`src/rtl/eogbg_pkg.sv`:
```
`timescale 1ns / 1ps
`default_nettype none
// ============================================================================
// EOG blink and gaze detector package
// Shared widths, configuration register indexes and the divider interface.
// ============================================================================
package eogbg_pkg;

    localparam int SAMPLE_BITS  = 12;
    localparam int WINDOW_LEN   = 8;
    localparam int WIN_IDX_BITS = $clog2(WINDOW_LEN);
    localparam int WIN_CNT_BITS = $clog2(WINDOW_LEN + 1);
    localparam int SUM_BITS     = SAMPLE_BITS + WIN_IDX_BITS;
    localparam int TIME_BITS    = 32;
    localparam int MS_BITS      = 16;
    localparam int SENS_BITS    = 5;
    localparam int EYE_BITS     = 11;
    localparam int EYE_LIMIT    = 512;
    localparam int BASE_SHIFT   = 9;
    localparam int BASE_ACC_BITS = SAMPLE_BITS + BASE_SHIFT;
    localparam int KIND_BITS    = 2;

    // Shared divider sizes: the dividend covers the window sum and the offset
    // magnitude, the divisor covers the fill count and the sensitivity.
    localparam int DIV_N_BITS   = SUM_BITS;
    localparam int DIV_D_BITS   = (WIN_CNT_BITS > SENS_BITS) ? WIN_CNT_BITS : SENS_BITS;
    localparam int DIV_CNT_BITS = $clog2(DIV_N_BITS);

    // Configuration register indexes
    localparam int CFG_IDX_BITS = 3;
    localparam logic [CFG_IDX_BITS-1:0] CFG_SPIKE_THR  = 3'd0;
    localparam logic [CFG_IDX_BITS-1:0] CFG_MIN_BLINK  = 3'd1;
    localparam logic [CFG_IDX_BITS-1:0] CFG_MAX_BLINK  = 3'd2;
    localparam logic [CFG_IDX_BITS-1:0] CFG_REFRACTORY = 3'd3;
    localparam logic [CFG_IDX_BITS-1:0] CFG_DOUBLE_WIN = 3'd4;
    localparam logic [CFG_IDX_BITS-1:0] CFG_DEAD_ZONE  = 3'd5;
    localparam logic [CFG_IDX_BITS-1:0] CFG_SENS_DIV   = 3'd6;
    localparam int CFG_DATA_BITS = 16;

    // Blink classification codes
    localparam logic [KIND_BITS-1:0] KIND_NONE   = 2'd0;
    localparam logic [KIND_BITS-1:0] KIND_SINGLE = 2'd1;
    localparam logic [KIND_BITS-1:0] KIND_DOUBLE = 2'd2;

    // Input item codes
    localparam logic ACTION_SAMPLE    = 1'b0;
    localparam logic ACTION_CALIBRATE = 1'b1;

    typedef struct packed {
        logic                  start;
        logic [DIV_N_BITS-1:0] dividend;
        logic [DIV_D_BITS-1:0] divisor;
    } t_div_req;

    typedef struct packed {
        logic                  busy;
        logic                  done;
        logic [DIV_N_BITS-1:0] quotient;
    } t_div_rsp;

endpackage
`default_nettype wire

```
`src/rtl/eog_blink_gaze_detector_unit.sv`:
```
`timescale 1ns / 1ps
`default_nettype none
// ============================================================================
// EOG blink and gaze detector
// Filters EOG samples, tracks the baseline, classifies blinks and reports the
// scaled eye offset.
// ============================================================================
// Each sample transaction passes through an 8-tap moving average, a slow
// 511/512 baseline tracker that is frozen during a spike or with leads off, a
// hysteresis blink classifier and a dead-zoned, scaled eye offset saturated to
// +/-512. One sample transaction produces exactly one result transaction; a calibrate
// transaction (tuser action bit set) loads the baseline, fills the window and
// clears the blink state without producing a result. Items are handled one at
// a time by a small sequencer around a single restoring divider that yields
// one quotient bit per cycle: the window average uses it once and the eye offset
// scaling uses it a second time when leads are on and the offset lies outside
// the dead zone. The result sits in an output register, so the next item is
// accepted while a result still waits on m_axis_tready. Configuration writes are
// taken in every cycle and must only be issued while the block is idle.
module eog_blink_gaze_detector_unit (
    input  wire         i_clk,
    input  wire         i_rst_n,
    // Input items
    input  wire         s_axis_tvalid,
    output logic        s_axis_tready,
    input  wire  [47:0] s_axis_tdata,   // [11:0] sample, [43:12] now_ms, [47:44] zero
    input  wire  [1:0]  s_axis_tuser,   // [0] action, [1] lead_loss
    // Results
    output logic        m_axis_tvalid,
    input  wire         m_axis_tready,
    output logic [47:0] m_axis_tdata,   // [11:0] used_sample, [23:12] filtered,
                                        // [35:24] baseline_now, [46:36] eye_offset,
                                        // [47] zero
    output logic [2:0]  m_axis_tuser,   // [1:0] blink_kind, [2] lead_loss_echo
    // Configuration writes
    input  wire         i_cfg_valid,
    output logic        o_cfg_ready,
    input  wire  [eogbg_pkg::CFG_IDX_BITS-1:0]  i_cfg_index,
    input  wire  [eogbg_pkg::CFG_DATA_BITS-1:0] i_cfg_data
);
    import eogbg_pkg::*;

    // Sequencer states
    localparam logic [2:0] ST_IDLE  = 3'd0;
    localparam logic [2:0] ST_PUSH  = 3'd1;
    localparam logic [2:0] ST_DIVA  = 3'd2;
    localparam logic [2:0] ST_WAITA = 3'd3;
    localparam logic [2:0] ST_BASE  = 3'd4;
    localparam logic [2:0] ST_BLINK = 3'd5;
    localparam logic [2:0] ST_WAITB = 3'd6;
    localparam logic [2:0] ST_FIN   = 3'd7;

    // Configuration registers
    logic [SAMPLE_BITS-1:0] r_thr;
    logic [MS_BITS-1:0]     r_min_ms;
    logic [MS_BITS-1:0]     r_max_ms;
    logic [MS_BITS-1:0]     r_refr_ms;
    logic [MS_BITS-1:0]     r_dwin_ms;
    logic [SAMPLE_BITS-1:0] r_dead;
    logic [SENS_BITS-1:0]   r_sens;

    // Sequencer and item
    logic [2:0]             r_state;
    logic [2:0]             n_state;
    logic                   r_action;
    logic [SAMPLE_BITS-1:0] r_sample;
    logic                   r_off;
    logic [TIME_BITS-1:0]   r_now;

    // Processing state
    logic [SAMPLE_BITS-1:0] r_used;
    logic [SAMPLE_BITS-1:0] r_filt;
    logic [SAMPLE_BITS-1:0] r_base;
    logic [EYE_BITS-1:0]    r_eye;
    logic [KIND_BITS-1:0]   r_kind;
    logic                   r_eye_neg;
    logic                   r_in_spike;
    logic [TIME_BITS-1:0]   r_spike_ms;
    logic [TIME_BITS-1:0]   r_last_ms;
    logic                   r_pending;
    logic [TIME_BITS-1:0]   r_first_ms;

    // Output register
    logic                   r_out_valid;
    logic [47:0]            r_out_data;
    logic [2:0]             r_out_user;

    // Blink next values
    logic                   n_in_spike;
    logic [TIME_BITS-1:0]   n_spike_ms;
    logic [TIME_BITS-1:0]   n_last_ms;
    logic                   n_pending;
    logic [TIME_BITS-1:0]   n_first_ms;
    logic [KIND_BITS-1:0]   n_kind;

    logic                   w_accept;
    logic                   w_load_out;
    logic [SUM_BITS-1:0]    w_win_sum;
    logic [WIN_CNT_BITS-1:0] w_win_count;
    logic [BASE_ACC_BITS-1:0] w_base_acc;
    logic [SAMPLE_BITS:0]   w_offset;
    logic [SAMPLE_BITS-1:0] w_mag;
    logic                   w_in_dead;
    logic [SENS_BITS-1:0]   w_sens;
    logic [EYE_BITS-2:0]    w_sat;
    logic [EYE_BITS-1:0]    w_eye;
    t_div_req               w_div_req;
    t_div_rsp               w_div_rsp;

    assign w_accept      = s_axis_tvalid && s_axis_tready;
    assign s_axis_tready = (r_state == ST_IDLE);
    assign o_cfg_ready   = 1'b1;

    // ------------------------------------------------------------------------
    // Configuration registers. An index past the list is ignored.
    // ------------------------------------------------------------------------
    always_ff @(posedge i_clk) begin
        if (!i_rst_n) begin
            r_thr     <= SAMPLE_BITS'(80);
            r_min_ms  <= MS_BITS'(30);
            r_max_ms  <= MS_BITS'(300);
            r_refr_ms <= MS_BITS'(250);
            r_dwin_ms <= MS_BITS'(650);
            r_dead    <= SAMPLE_BITS'(10);
            r_sens    <= SENS_BITS'(1);
        end else if (i_cfg_valid) begin
            case (i_cfg_index)
                CFG_SPIKE_THR:  r_thr     <= i_cfg_data[SAMPLE_BITS-1:0];
                CFG_MIN_BLINK:  r_min_ms  <= i_cfg_data[MS_BITS-1:0];
                CFG_MAX_BLINK:  r_max_ms  <= i_cfg_data[MS_BITS-1:0];
                CFG_REFRACTORY: r_refr_ms <= i_cfg_data[MS_BITS-1:0];
                CFG_DOUBLE_WIN: r_dwin_ms <= i_cfg_data[MS_BITS-1:0];
                CFG_DEAD_ZONE:  r_dead    <= i_cfg_data[SAMPLE_BITS-1:0];
                CFG_SENS_DIV:   r_sens    <= i_cfg_data[SENS_BITS-1:0];
                default: ;
            endcase
        end
    end

    // ------------------------------------------------------------------------
    // Window and shared divider
    // ------------------------------------------------------------------------
    eogbg_window u_window (
        .i_clk   (i_clk),
        .i_rst_n (i_rst_n),
        .i_push  ((r_state == ST_PUSH) && (r_action == ACTION_SAMPLE)),
        .i_fill  ((r_state == ST_PUSH) && (r_action == ACTION_CALIBRATE)),
        .i_value ((r_action == ACTION_SAMPLE && r_off) ? r_base : r_sample),
        .o_sum   (w_win_sum),
        .o_count (w_win_count)
    );

    // The divider is started once for the window average and, when the leads are on
    // and the offset lies outside the dead zone, once more for the sensitivity scaling.
    assign w_sens = (r_sens == '0) ? SENS_BITS'(1) : r_sens;

    always_comb begin
        w_div_req.start    = 1'b0;
        w_div_req.dividend = DIV_N_BITS'(w_win_sum);
        w_div_req.divisor  = DIV_D_BITS'(w_win_count);
        if (r_state == ST_DIVA) begin
            w_div_req.start = 1'b1;
        end else if (r_state == ST_BLINK) begin
            w_div_req.start    = !w_in_dead;
            w_div_req.dividend = DIV_N_BITS'(w_mag);
            w_div_req.divisor  = DIV_D_BITS'(w_sens);
        end
    end

    eogbg_div u_div (
        .i_clk   (i_clk),
        .i_rst_n (i_rst_n),
        .i_req   (w_div_req),
        .o_rsp   (w_div_rsp)
    );

    // ------------------------------------------------------------------------
    // Baseline, offset and blink classification
    // ------------------------------------------------------------------------
    // baseline * 511 + filtered, formed as a shift and a subtraction.
    assign w_base_acc = {r_base, BASE_SHIFT'(0)} - BASE_ACC_BITS'(r_base)
                        + BASE_ACC_BITS'(r_filt);

    // The offset and its magnitude are taken against the baseline already
    // updated for this sample.
    assign w_offset  = {1'b0, r_filt} - {1'b0, r_base};
    assign w_mag     = w_offset[SAMPLE_BITS] ? SAMPLE_BITS'(-w_offset)
                                             : w_offset[SAMPLE_BITS-1:0];
    assign w_in_dead = (w_mag < r_dead);

    always_comb begin
        logic                 spike;
        logic                 counted;
        logic [TIME_BITS-1:0] dur;
        spike      = r_in_spike;
        n_spike_ms = r_spike_ms;
        n_last_ms  = r_last_ms;
        n_pending  = r_pending;
        n_first_ms = r_first_ms;
        n_kind     = KIND_NONE;
        counted    = 1'b0;
        dur        = '0;
        if (!spike && (w_mag > r_thr)) begin
            spike      = 1'b1;
            n_spike_ms = r_now;
        end
        // A spike ends once the deviation drops below half the threshold.
        if (spike && (w_mag < (r_thr >> 1))) begin
            spike   = 1'b0;
            dur     = r_now - n_spike_ms;
            counted = (dur >= TIME_BITS'(r_min_ms)) && (dur <= TIME_BITS'(r_max_ms))
                      && ((r_now - r_last_ms) > TIME_BITS'(r_refr_ms));
        end
        if (counted) begin
            n_last_ms = r_now;
            if (!n_pending) begin
                n_pending  = 1'b1;
                n_first_ms = r_now;
            end else if ((r_now - n_first_ms) < TIME_BITS'(r_dwin_ms)) begin
                n_pending = 1'b0;
                n_kind    = KIND_DOUBLE;
            end
        end
        // A first blink with no partner inside the window is a single blink.
        if (n_pending && ((r_now - n_first_ms) >= TIME_BITS'(r_dwin_ms))) begin
            n_pending = 1'b0;
            n_kind    = KIND_SINGLE;
        end
        n_in_spike = spike;
    end

    // Saturate the scaled magnitude, then restore the sign.
    assign w_sat = (w_div_rsp.quotient > DIV_N_BITS'(EYE_LIMIT))
                   ? (EYE_BITS-1)'(EYE_LIMIT) : w_div_rsp.quotient[EYE_BITS-2:0];
    assign w_eye = r_eye_neg ? -{1'b0, w_sat} : {1'b0, w_sat};

    // ------------------------------------------------------------------------
    // Sequencer
    // ------------------------------------------------------------------------
    assign w_load_out = (r_state == ST_FIN) && (!r_out_valid || m_axis_tready);

    always_comb begin
        n_state = r_state;
        case (r_state)
            ST_IDLE:  if (w_accept) n_state = ST_PUSH;
            ST_PUSH:  n_state = (r_action == ACTION_CALIBRATE) ? ST_IDLE : ST_DIVA;
            ST_DIVA:  n_state = ST_WAITA;
            ST_WAITA: if (w_div_rsp.done) n_state = r_off ? ST_FIN : ST_BASE;
            ST_BASE:  n_state = ST_BLINK;
            ST_BLINK: n_state = w_in_dead ? ST_FIN : ST_WAITB;
            ST_WAITB: if (w_div_rsp.done) n_state = ST_FIN;
            ST_FIN:   if (w_load_out) n_state = ST_IDLE;
            default:  n_state = ST_IDLE;
        endcase
    end

    always_ff @(posedge i_clk) begin
        if (!i_rst_n) begin
            r_state    <= ST_IDLE;
            r_base     <= SAMPLE_BITS'(1 << (SAMPLE_BITS - 1));
            r_in_spike <= 1'b0;
            r_spike_ms <= '0;
            r_last_ms  <= '0;
            r_pending  <= 1'b0;
            r_first_ms <= '0;
        end else begin
            r_state <= n_state;
            case (r_state)
                ST_PUSH: begin
                    if (r_action == ACTION_CALIBRATE) begin
                        r_base     <= r_sample;
                        r_in_spike <= 1'b0;
                        r_pending  <= 1'b0;
                    end
                end
                ST_BASE: begin
                    if (!r_in_spike) begin
                        r_base <= w_base_acc[BASE_ACC_BITS-1:BASE_SHIFT];
                    end
                end
                ST_BLINK: begin
                    r_in_spike <= n_in_spike;
                    r_spike_ms <= n_spike_ms;
                    r_last_ms  <= n_last_ms;
                    r_pending  <= n_pending;
                    r_first_ms <= n_first_ms;
                end
                default: ;
            endcase
        end
    end

    // Item and intermediate payload registers
    always_ff @(posedge i_clk) begin
        if (w_accept) begin
            r_action <= s_axis_tuser[0];
            r_off    <= s_axis_tuser[1];
            r_sample <= s_axis_tdata[SAMPLE_BITS-1:0];
            r_now    <= s_axis_tdata[SAMPLE_BITS +: TIME_BITS];
        end
        case (r_state)
            ST_PUSH: begin
                r_used <= r_off ? r_base : r_sample;
                r_kind <= KIND_NONE;
                r_eye  <= '0;
            end
            ST_WAITA: begin
                if (w_div_rsp.done) begin
                    r_filt <= w_div_rsp.quotient[SAMPLE_BITS-1:0];
                end
            end
            ST_BLINK: begin
                r_kind    <= n_kind;
                r_eye_neg <= w_offset[SAMPLE_BITS];
            end
            ST_WAITB: begin
                if (w_div_rsp.done) begin
                    r_eye <= w_eye;
                end
            end
            default: ;
        endcase
    end

    // ------------------------------------------------------------------------
    // Output register
    // ------------------------------------------------------------------------
    always_ff @(posedge i_clk) begin
        if (!i_rst_n) begin
            r_out_valid <= 1'b0;
        end else if (w_load_out) begin
            r_out_valid <= 1'b1;
        end else if (m_axis_tready) begin
            r_out_valid <= 1'b0;
        end
    end

    always_ff @(posedge i_clk) begin
        if (w_load_out) begin
            r_out_data <= {1'b0, r_eye, r_base, r_filt, r_used};
            r_out_user <= {r_off, r_kind};
        end
    end

    assign m_axis_tvalid = r_out_valid;
    assign m_axis_tdata  = r_out_data;
    assign m_axis_tuser  = r_out_user;

    // ------------------------------------------------------------------------
    // Assertions
    // ------------------------------------------------------------------------
    // The divider runs a full pass, so completion never follows a start directly.
    a_div_no_early_done: assert property (@(posedge i_clk) disable iff (!i_rst_n)
        w_div_req.start |=> !w_div_rsp.done)
        else $error("divider completed one cycle after start");

    // A start is only issued to an idle divider.
    a_div_start_idle: assert property (@(posedge i_clk) disable iff (!i_rst_n)
        w_div_req.start |-> !w_div_rsp.busy)
        else $error("divider started while busy");

    // A result taken with leads off carries no blink and a zero eye offset.
    a_lead_loss_quiet: assert property (@(posedge i_clk) disable iff (!i_rst_n)
        (m_axis_tvalid && m_axis_tuser[2]) |->
        (m_axis_tuser[1:0] == KIND_NONE && m_axis_tdata[46:36] == '0))
        else $error("leads-off result carries blink or eye data");

    // After an item is accepted the block stays busy for the next cycle.
    a_busy_after_accept: assert property (@(posedge i_clk) disable iff (!i_rst_n)
        w_accept |=> !s_axis_tready)
        else $error("input accepted twice in consecutive cycles");

    // A sample transaction always yields one of the defined blink codes.
    a_kind_legal: assert property (@(posedge i_clk) disable iff (!i_rst_n)
        m_axis_tvalid |-> (m_axis_tuser[1:0] == KIND_NONE
                           || m_axis_tuser[1:0] == KIND_SINGLE
                           || m_axis_tuser[1:0] == KIND_DOUBLE))
        else $error("undefined blink code on result");

endmodule
`default_nettype wire

```
`src/rtl/eogbg_div.sv`:
```
`timescale 1ns / 1ps
`default_nettype none
// ============================================================================
// EOG detector shared divider
// Restoring unsigned divider producing one quotient bit per cycle.
// ============================================================================
module eogbg_div (
    input  wire                      i_clk,
    input  wire                      i_rst_n,
    input  wire eogbg_pkg::t_div_req i_req,
    output eogbg_pkg::t_div_rsp      o_rsp
);
    import eogbg_pkg::*;

    logic                    r_busy;
    logic                    r_done;
    logic [DIV_CNT_BITS-1:0] r_cnt;
    logic [DIV_N_BITS-1:0]   r_dvd;
    logic [DIV_D_BITS-1:0]   r_dvs;
    logic [DIV_D_BITS-1:0]   r_rem;

    logic [DIV_D_BITS:0]     w_shift;
    logic                    w_fit;
    logic [DIV_D_BITS:0]     w_diff;

    // The dividend shifts out at the top while quotient bits enter at the bottom.
    assign w_shift = {r_rem, r_dvd[DIV_N_BITS-1]};
    assign w_fit   = (w_shift >= {1'b0, r_dvs});
    assign w_diff  = w_shift - {1'b0, r_dvs};

    always_ff @(posedge i_clk) begin
        if (!i_rst_n) begin
            r_busy <= 1'b0;
            r_done <= 1'b0;
            r_cnt  <= '0;
        end else begin
            r_done <= 1'b0;
            if (i_req.start) begin
                r_busy <= 1'b1;
                r_cnt  <= '0;
            end else if (r_busy) begin
                r_cnt <= r_cnt + 1'b1;
                if (r_cnt == DIV_CNT_BITS'(DIV_N_BITS - 1)) begin
                    r_busy <= 1'b0;
                    r_done <= 1'b1;
                end
            end
        end
    end

    always_ff @(posedge i_clk) begin
        if (i_req.start) begin
            r_dvd <= i_req.dividend;
            r_dvs <= i_req.divisor;
            r_rem <= '0;
        end else if (r_busy) begin
            r_dvd <= {r_dvd[DIV_N_BITS-2:0], w_fit};
            r_rem <= w_fit ? w_diff[DIV_D_BITS-1:0] : w_shift[DIV_D_BITS-1:0];
        end
    end

    assign o_rsp.busy     = r_busy;
    assign o_rsp.done     = r_done;
    assign o_rsp.quotient = r_dvd;

endmodule
`default_nettype wire

```
`src/rtl/eogbg_window.sv`:
```
`timescale 1ns / 1ps
`default_nettype none
// ============================================================================
// EOG detector moving-average window
// Holds the sample window, its running sum, write index and fill count.
// ============================================================================
module eogbg_window (
    input  wire                               i_clk,
    input  wire                               i_rst_n,
    input  wire                               i_push,
    input  wire                               i_fill,
    input  wire [eogbg_pkg::SAMPLE_BITS-1:0]  i_value,
    output logic [eogbg_pkg::SUM_BITS-1:0]    o_sum,
    output logic [eogbg_pkg::WIN_CNT_BITS-1:0] o_count
);
    import eogbg_pkg::*;

    logic [SAMPLE_BITS-1:0]  r_store [WINDOW_LEN];
    logic [WIN_IDX_BITS-1:0] r_idx;
    logic [SUM_BITS-1:0]     r_sum;
    logic                    r_full;

    logic [WIN_IDX_BITS-1:0] n_idx;
    logic [WIN_CNT_BITS-1:0] w_count;

    assign n_idx = (r_idx == WIN_IDX_BITS'(WINDOW_LEN - 1)) ? '0 : r_idx + 1'b1;

    always_ff @(posedge i_clk) begin
        if (!i_rst_n) begin
            for (int i = 0; i < WINDOW_LEN; i++) begin
                r_store[i] <= '0;
            end
            r_idx  <= '0;
            r_sum  <= '0;
            r_full <= 1'b0;
        end else if (i_fill) begin
            for (int i = 0; i < WINDOW_LEN; i++) begin
                r_store[i] <= i_value;
            end
            r_idx  <= '0;
            r_sum  <= SUM_BITS'(i_value) * SUM_BITS'(WINDOW_LEN);
            r_full <= 1'b1;
        end else if (i_push) begin
            r_store[r_idx] <= i_value;
            r_sum  <= r_sum - SUM_BITS'(r_store[r_idx]) + SUM_BITS'(i_value);
            r_idx  <= n_idx;
            if (n_idx == '0) begin
                r_full <= 1'b1;
            end
        end
    end

    // Until the window has wrapped once, average over the entries written so far.
    assign w_count = r_full ? WIN_CNT_BITS'(WINDOW_LEN) : WIN_CNT_BITS'(r_idx);
    assign o_count = (w_count == '0) ? WIN_CNT_BITS'(1) : w_count;
    assign o_sum   = r_sum;

endmodule
`default_nettype wire

```
`config.mk`:
```
export PLATFORM = sky130hd
export DESIGN_NAME = eog_blink_gaze_detector_unit
export DESIGN_NICKNAME = d
export VERILOG_FILES = /design/src/rtl/eogbg_pkg.sv /design/src/rtl/eog_blink_gaze_detector_unit.sv /design/src/rtl/eogbg_div.sv /design/src/rtl/eogbg_window.sv
export SDC_FILE = /design/constraint.sdc
export NUM_CORES = 1
export LEC_CHECK = 0
export ABC_AREA = 1
export BUFFER_PORTS_ARGS = -buffer_cell sky130_fd_sc_hd__buf_2
export CORE_UTILIZATION = 30
export CTS_BUF_LIST = sky130_fd_sc_hd__clkbuf_8
export CTS_CLUSTER_DIAMETER = 150
export CTS_CLUSTER_SIZE = 8
export DETAILED_ROUTE_END_ITERATION = 7
export PLACE_DENSITY_LB_ADDON = 0.25
export SLEW_MARGIN = 20
export SYNTH_ARGS = -nofsm -noshare
export SYNTH_HDL_FRONTEND = slang
export SYNTH_HIERARCHICAL = 1
export SYNTH_SLANG_ARGS = --single-unit
```
`constraint.sdc`:
```
create_clock -name i_clk -period 12.5 [get_ports i_clk]
set_input_delay 1.875 -clock i_clk [delete_from_list [all_inputs] [get_ports i_clk]]
set_output_delay 1.875 -clock i_clk [all_outputs]
set_load 0.01 [all_outputs]
```
Yosys cells after proc, flatten, opt, wreduce, memory -nomap -nowiden
Memory sizes are Yosys's and may differ from the RTL's. A register that Yosys moved wholly into a read port is not among the register bits.
Index checks and enable logic that the tools add are counted.
{"block": "totals", "reg_bits": 391, "ramBits": 96, "out_inout_bits": 54, "word_cells": 218, "memories": 1}
{"memory": "u_window.r_store", "depth": 8, "width": 12, "read_ports": 1, "rd_clocked_by_memory_dff": 1, "wr": 8, "line_no": "eogbg_window.sv:18", "text": "logic [SAMPLE_BITS-1:0] r_store [WINDOW_LEN];"}
{"block": "op_classes", "addsub": 14, "order_cmp": 10, "eq_ne": 21, "mux": 78, "bitwise_logic": 12, "reduce_logical": 45}
{"op": "$mux W12", "n": 14}
{"op": "$sub A32 B32 Y32", "n": 4}
{"op": "$mux W32", "n": 3}
{"op": "$ge A32 B16 Y1", "n": 2}
{"op": "$mux W15", "n": 4}
{"op": "$gt A32 B16 Y1", "n": 1}
{"op": "$le A32 B16 Y1", "n": 1}
{"op": "$lt A32 B16 Y1", "n": 1}
{"op": "$mux W1", "n": 28}
{"op": "$eq A3 B3 Y1 const B", "n": 8}
{"op": "$mux W3", "n": 8}
{"op": "$pmux W12 S2", "n": 1}
{"op": "$pmux W3 S8", "n": 1}
{"op": "$reduce_and A2 Y1", "n": 12}
{"op": "$mux W11", "n": 2}
{"op": "$pmux W11 S2", "n": 1}
{"op": "$add A21 B12 Y21", "n": 1}
{"op": "$mux W21", "n": 1}
{"op": "$sub A21 B12 Y21", "n": 1}
{"op": "$mux W20", "n": 1}
{"op": "$add A15 B12 Y15", "n": 1}
{"op": "$gt A15 B10 Y1 const B", "n": 1}
{"op": "$sub A15 B12 Y15", "n": 1}
{"op": "$reduce_bool A2 Y1", "n": 7}
{"op": "other kinds (34)", "n": 75}

Logic depth before layout (Yosys ltp)
{"block": "depth", "word_depth": 17, "depth_mapped": 90, "mapped_depth_nobuf": 86}

Hierarchy
The synthesis kept the hierarchy.
{"mod": "eog_blink_gaze_detector_unit", "instances": 1, "cells_each": 3363, "area_per_inst_um2": 24948.9, "seq_area_each_um2": 8167.8}
{"mod": "eogbg_window", "instances": 1, "cells_each": 739, "area_per_inst_um2": 6389.9, "seq_area_each_um2": 3323.2}
{"mod": "eogbg_div", "instances": 1, "cells_each": 173, "area_per_inst_um2": 1537.7, "seq_area_each_um2": 820.8}

Worst setup path after synthesis
OpenSTA, ideal clock, no wires.
{"block": "synth_path", "path_kind": "register to register", "startpoint": "register r_filt[0]", "endpoint": "register r_kind[0] (data pin)", "setup_time_ps": 263, "arrival_time_ps": 10180, "t_required_ps": 12237, "setup_slack_ps": 2057, "stages_incl_launch_ff": 86, "path_buffers": 5, "period_less_slack_ps": 10443, "path_cell_list": "edfxtp_1 -> inv_1 -> ha_1 -> inv_2 -> fa_1 -> nand3_1 -> nand2_1 -> xor2_1 -> or2_1 -> nor2_1 -> nand3_1 -> nor2_1 -> nand2_1 -> nand2_1 -> xor2_1 -> ha_1 -> nand2_1 -> inv_2 -> [50 not listed] -> nand2_2 -> nand2_1 -> nand2_2 -> nand2_1 -> xnor2_1 -> ha_1 -> a21oi_1 -> nor2_1 -> nor2_1 -> o21ai_0 -> nand4_1 -> o211ai_1 -> nor2_1 -> nand3_1 -> nor2_1 -> nand2_1 -> nor2_2 -> a21boi_0"}
{"block": "synth_via", "elab_chain_len": 17, "elab_cells_between_ends": 23, "cone_classes": "add/sub: 4; order compare: 5; mux: 9; reduce/logical: 5"}
{"element": "from (decl)", "line_no": "eog_blink_gaze_detector_unit.sv:72", "text": "logic [SAMPLE_BITS-1:0] r_filt;"}
{"element": "from (signal assigned)", "line_no": "eog_blink_gaze_detector_unit.sv:309", "text": "r_filt <= w_div_rsp.quotient[SAMPLE_BITS-1:0];"}
{"element": "$sub A12 B12 Y13 *", "line_no": "eog_blink_gaze_detector_unit.sv:186", "text": "assign w_offset = {1'b0, r_filt} - {1'b0, r_base};"}
{"element": "$neg A12 Y12", "line_no": "eog_blink_gaze_detector_unit.sv:187", "text": "assign w_mag = w_offset[SAMPLE_BITS] ? SAMPLE_BITS'(-w_offset)"}
{"element": "$mux W12 *", "line_no": "eog_blink_gaze_detector_unit.sv:187"}
{"element": "$gt A12 B12 Y1 *", "line_no": "eog_blink_gaze_detector_unit.sv:203", "text": "if (!spike && (w_mag > r_thr)) begin"}
{"element": "$logic_and A1 B1 Y1 *", "line_no": "eog_blink_gaze_detector_unit.sv:203"}
{"element": "$mux W32 *", "line_no": "eog_blink_gaze_detector_unit.sv:203"}
{"element": "named net n_spike_ms[0]", "line_no": "eog_blink_gaze_detector_unit.sv:90", "text": "logic [TIME_BITS-1:0] n_spike_ms;"}
{"element": "$sub A32 B32 Y32 *", "line_no": "eog_blink_gaze_detector_unit.sv:210", "text": "dur = r_now - n_spike_ms;"}
{"element": "[2 not listed]"}
{"element": "$logic_and A1 B1 Y1 *", "line_no": "eog_blink_gaze_detector_unit.sv:212", "text": "&& ((r_now - r_last_ms) > TIME_BITS'(r_refr_ms));"}
{"element": "$mux W1 *", "line_no": "eog_blink_gaze_detector_unit.sv:208", "text": "if (spike && (w_mag < (r_thr >> 1))) begin"}
{"element": "$mux W32", "line_no": "eog_blink_gaze_detector_unit.sv:214", "text": "if (counted) begin"}
{"element": "$sub A32 B32 Y32", "line_no": "eog_blink_gaze_detector_unit.sv:225", "text": "if (n_pending && ((r_now - n_first_ms) >= TIME_BITS'(r_dwin_ms))) begin"}
{"element": "$ge A32 B16 Y1", "line_no": "eog_blink_gaze_detector_unit.sv:225"}
{"element": "$logic_and A1 B1 Y1", "line_no": "eog_blink_gaze_detector_unit.sv:225"}
{"element": "$mux W2 *", "line_no": "eog_blink_gaze_detector_unit.sv:225"}
{"element": "$pmux W2 S2 *", "line_no": "eog_blink_gaze_detector_unit.sv:301", "text": "case (r_state)"}
{"element": "to (signal assigned)", "line_no": "eog_blink_gaze_detector_unit.sv:313", "text": "r_kind <= n_kind;"}
{"element": "to (decl)", "line_no": "eog_blink_gaze_detector_unit.sv:75", "text": "logic [KIND_BITS-1:0] r_kind;"}
Mark *: on every way through the listed nets, which the timed path passes. The rest lies on a longest branch.
A chain may end at the register's enable or synchronous reset.

Worst setup path in the final report
{"block": "layout_path", "startpoint": "register r_base[1]", "endpoint": "register r_kind[0] (data pin)"}
{"block": "layout_via", "elab_chain_len": 17, "elab_cells_between_ends": 23, "cone_classes": "add/sub: 4; order compare: 5; mux: 9; reduce/logical: 5"}
{"element": "from (decl)", "line_no": "eog_blink_gaze_detector_unit.sv:73", "text": "logic [SAMPLE_BITS-1:0] r_base;"}
{"element": "from (signal assigned)", "line_no": "eog_blink_gaze_detector_unit.sv:260", "text": "r_base <= SAMPLE_BITS'(1 << (SAMPLE_BITS - 1));"}
{"element": "from (signal assigned)", "line_no": "eog_blink_gaze_detector_unit.sv:271", "text": "r_base <= r_sample;"}
{"element": "from (signal assigned)", "line_no": "eog_blink_gaze_detector_unit.sv:278", "text": "r_base <= w_base_acc[BASE_ACC_BITS-1:BASE_SHIFT];"}
{"element": "$sub A12 B12 Y13 *", "line_no": "eog_blink_gaze_detector_unit.sv:186"}
{"element": "$neg A12 Y12", "line_no": "eog_blink_gaze_detector_unit.sv:187"}
{"element": "$mux W12 *", "line_no": "eog_blink_gaze_detector_unit.sv:187"}
{"element": "$gt A12 B12 Y1 *", "line_no": "eog_blink_gaze_detector_unit.sv:203"}
{"element": "$logic_and A1 B1 Y1 *", "line_no": "eog_blink_gaze_detector_unit.sv:203"}
{"element": "$mux W32 *", "line_no": "eog_blink_gaze_detector_unit.sv:203"}
{"element": "named net n_spike_ms[0]", "line_no": "eog_blink_gaze_detector_unit.sv:90"}
{"element": "$sub A32 B32 Y32 *", "line_no": "eog_blink_gaze_detector_unit.sv:210"}
{"element": "[2 not listed]"}
{"element": "$logic_and A1 B1 Y1 *", "line_no": "eog_blink_gaze_detector_unit.sv:212"}
{"element": "$mux W1 *", "line_no": "eog_blink_gaze_detector_unit.sv:208"}
{"element": "$mux W32", "line_no": "eog_blink_gaze_detector_unit.sv:214"}
{"element": "$sub A32 B32 Y32", "line_no": "eog_blink_gaze_detector_unit.sv:225"}
{"element": "$ge A32 B16 Y1", "line_no": "eog_blink_gaze_detector_unit.sv:225"}
{"element": "$logic_and A1 B1 Y1", "line_no": "eog_blink_gaze_detector_unit.sv:225"}
{"element": "$mux W2 *", "line_no": "eog_blink_gaze_detector_unit.sv:225"}
{"element": "$pmux W2 S2 *", "line_no": "eog_blink_gaze_detector_unit.sv:301"}
Marked as above.

==> metrics.yaml <==
crit_type: "reg -> reg"
status: "completed"
drt-wirelength-per-cell_um: 17.12
busiest_layer: "met2"
syn-cell-area_mm2: 0.03287
n_fill_cell: 11720
grt_pass1_wl_um: 155900
clk_pin_slew_ns: 0.07
ioPinCount: 128
start_util_pct: 30.24
layout_min_cycle_time_ns: 11.41
cp_common_cell: "nand2_1"
crit_arrival_ns: 11.85
cap_violations: 0
wirelength_um: 100400
startpoint_type: "register"
port_buffers: 121
p_leak_nw: 16.02
vias_per_cell: 4.798
cts_made_buffers: 71
tns_ns: 0
core-area_mm2: 0.1087
grt_max_degree: 82
postSynthAreaPerCell_um2: 7.690
hold_violations: 0
met1_usage_pct: 22.83
drcViolationCount: 0
cellPowerDensity_mw_per_mm2: 243.4
max_stage_delay_ns: 0.39
grtUsageMet2_pct: 30.98
die_h_um: 333.0
synthCells: 4274
drv_slew: 0
drive_gt1_share_pct: 8.733
critPathRequiredTime_ns: 12.95
initialDrtViolationCount: 1701
ant_nets: 0
maxSlewHeadroom_pct: 19.87
cts_tree: "done"
critPathSlowestCell: "fa_1"
vdd_ir_drop_max_v: 0.0001447
overflow: 0
period_share_pct: 91.24
ys_warn_count: 6
dp_hpwl_um: 77960
dieArea_mm2: 0.1109
crit_fanout: 10
area_growth_pct: 10.82
max_freq_mhz: 87.68
routabilityCongestion: 0.9000
track_usage_pct: 17.95
fin_nets: 4784
fin_util_pct: 33.51
clock-sinks: 490
skew_ns: 0.05329
clk_latency_ns: 0.70
antenna_found_initial: 12
grt_pass1_vias: 26990
endpoint_kind: "register"
grt_use_met3_pct: 2.699
cts_root_buffer: "clkbuf_8"
first_pass_iters: 6
vias: 28130
setup_viol_count_final: 0
tightest_slew_ns: 1.195
dieWidth_um: 333.0
num_rows: 121
cts_buffer_depth: 3
htreeDepth: 3
synth.net_count: 4662
min_path_type: "reg -> reg"
state kept, by name, indices dropped and copies added, names as in the netlist, 11 cells and up, named ones only:
register	flops
m_axis_tdata	47
r_base	12
r_dead	12
r_dwin_ms	16
r_eye	11
r_filt	12
r_first_ms	32
r_last_ms	32
r_max_ms	16
r_min_ms	16
r_now	32
r_refr_ms	16
r_sample	12
r_spike_ms	32
r_thr	12
r_used	12
u_div/r_dvd	15
u_window/o_sum	15
u_window/r_store	96
final timing paths:
path                                         end  slack, ns  depth (start not counted)  startpoint
worst min register to register  m_axis_tdata[40]       0.42                          0    r_eye[4]
worst max register to register         r_kind[0]       1.09                         84   r_base[1]
worst min-delay path            m_axis_tdata[40]       0.42                          0    r_eye[4]
worst max-delay path                   r_kind[0]       1.09                         84   r_base[1]
critical path, delay by kind of cell (launching register included):
family	cells	cell delay (ns)
and+or+nand+nor	55	5.44
AOI/OAI and AO/OA	10	1.35
buffers and inverters	8	0.94
xor gates and xnor gates	3	0.65
DFF	1	0.37
adders and majority gates	8	2.42
per-layer routing:
metal | up-vias | wire, µm
met4 | 6 | 3186
met5 | - | 34
met3 | 150 | 4587
met1 | 12920 | 45040
met2 | 573 | 47520
li1 | 14480 | -
stage by stage:
step / area, µm² / hold WS (ns) / std cells / total power, W / worst slack, ns
finish: 36430 / 0.4221 / 5862 / 0.008867 / 1.094
CTS: 36270 / 0.4254 / 5853 / 0.008864 / 0.5693
global route: 36420 / 0.4375 / 5859 / 0.009769 / -0.06026
global placement: 35040 / 0.4026 / 5733 / 0.007533 / 0.6673
detailed placement: 35040 / 0.4080 / 5733 / 0.007580 / 0.6426
floorplan: 32870 / 0.4003 / 4274 / 0.006183 / 2.057
power breakdown:
| group | internal [W] | switching [W] | leakage (nW) | total (W) |
|---|---|---|---|---|
| Sequential | 0.00201 | 0.000220 | 4.38 | 0.00223 |
| Clock | 0.000549 | 0.000673 | 0.777 | 0.00122 |
| Combinational | 0.00191 | 0.00351 | 10.9 | 0.00542 |
| Total | 0.00447 | 0.00440 | 16.0 | 0.00887 |
layout by cell type, fill, tap and decap left out, drive strengths merged, types with 2 or more instances in the layout:
| master | n |
|---|---|
| o21a | 6 |
| nor4 | 3 |
| dfxtp | 240 |
| edfxtp | 250 |
| o221ai | 2 |
| a22oi | 8 |
| a21boi | 10 |
| xnor2 | 40 |
| a211oi | 42 |
| clkinv | 8 |
| nor3 | 34 |
| inv | 715 |
| a31oi | 27 |
| o21bai | 13 |
| ha | 286 |
| o22ai | 12 |
| nand4 | 67 |
| nand2 | 788 |
| o21ai | 338 |
| o41ai | 2 |
| diode | 5 |
| nor2 | 490 |
| nand3b | 13 |
| a21o | 18 |
| clkbuf | 74 |
| fa | 28 |
| xor2 | 77 |
| conb | 2 |
| a31o | 2 |
| o2111ai | 2 |
| o211ai | 51 |
| or2 | 14 |
| a21oi | 425 |
| buf | 166 |
| nand3 | 178 |
cell type report:
class	instances	area (µm²)	share of cell area, %
clock inverters	46	207.7	0.5702
flip-flops and latches	490	12310	33.80
multi-input cells	2990	17610	48.34
repair buffers	166	957.2	2.628
diodes	5	12.51	0.03435
well taps	1414	1769	4.857
clock buffers	74	1018	2.796
inverters	677	2541	6.976
repair_timing:
| item | in CTS | in global routing |
|---|---|---|
| buffers inserted | 0 | 4 |
| hold buffers | 0 | 0 |
| setup endpoints to repair | 0 | 2 |
| gates resized for setup | 0 | 25 |
| hold endpoints to repair | 0 | 0 |
(Power assumes the default switching activity.)
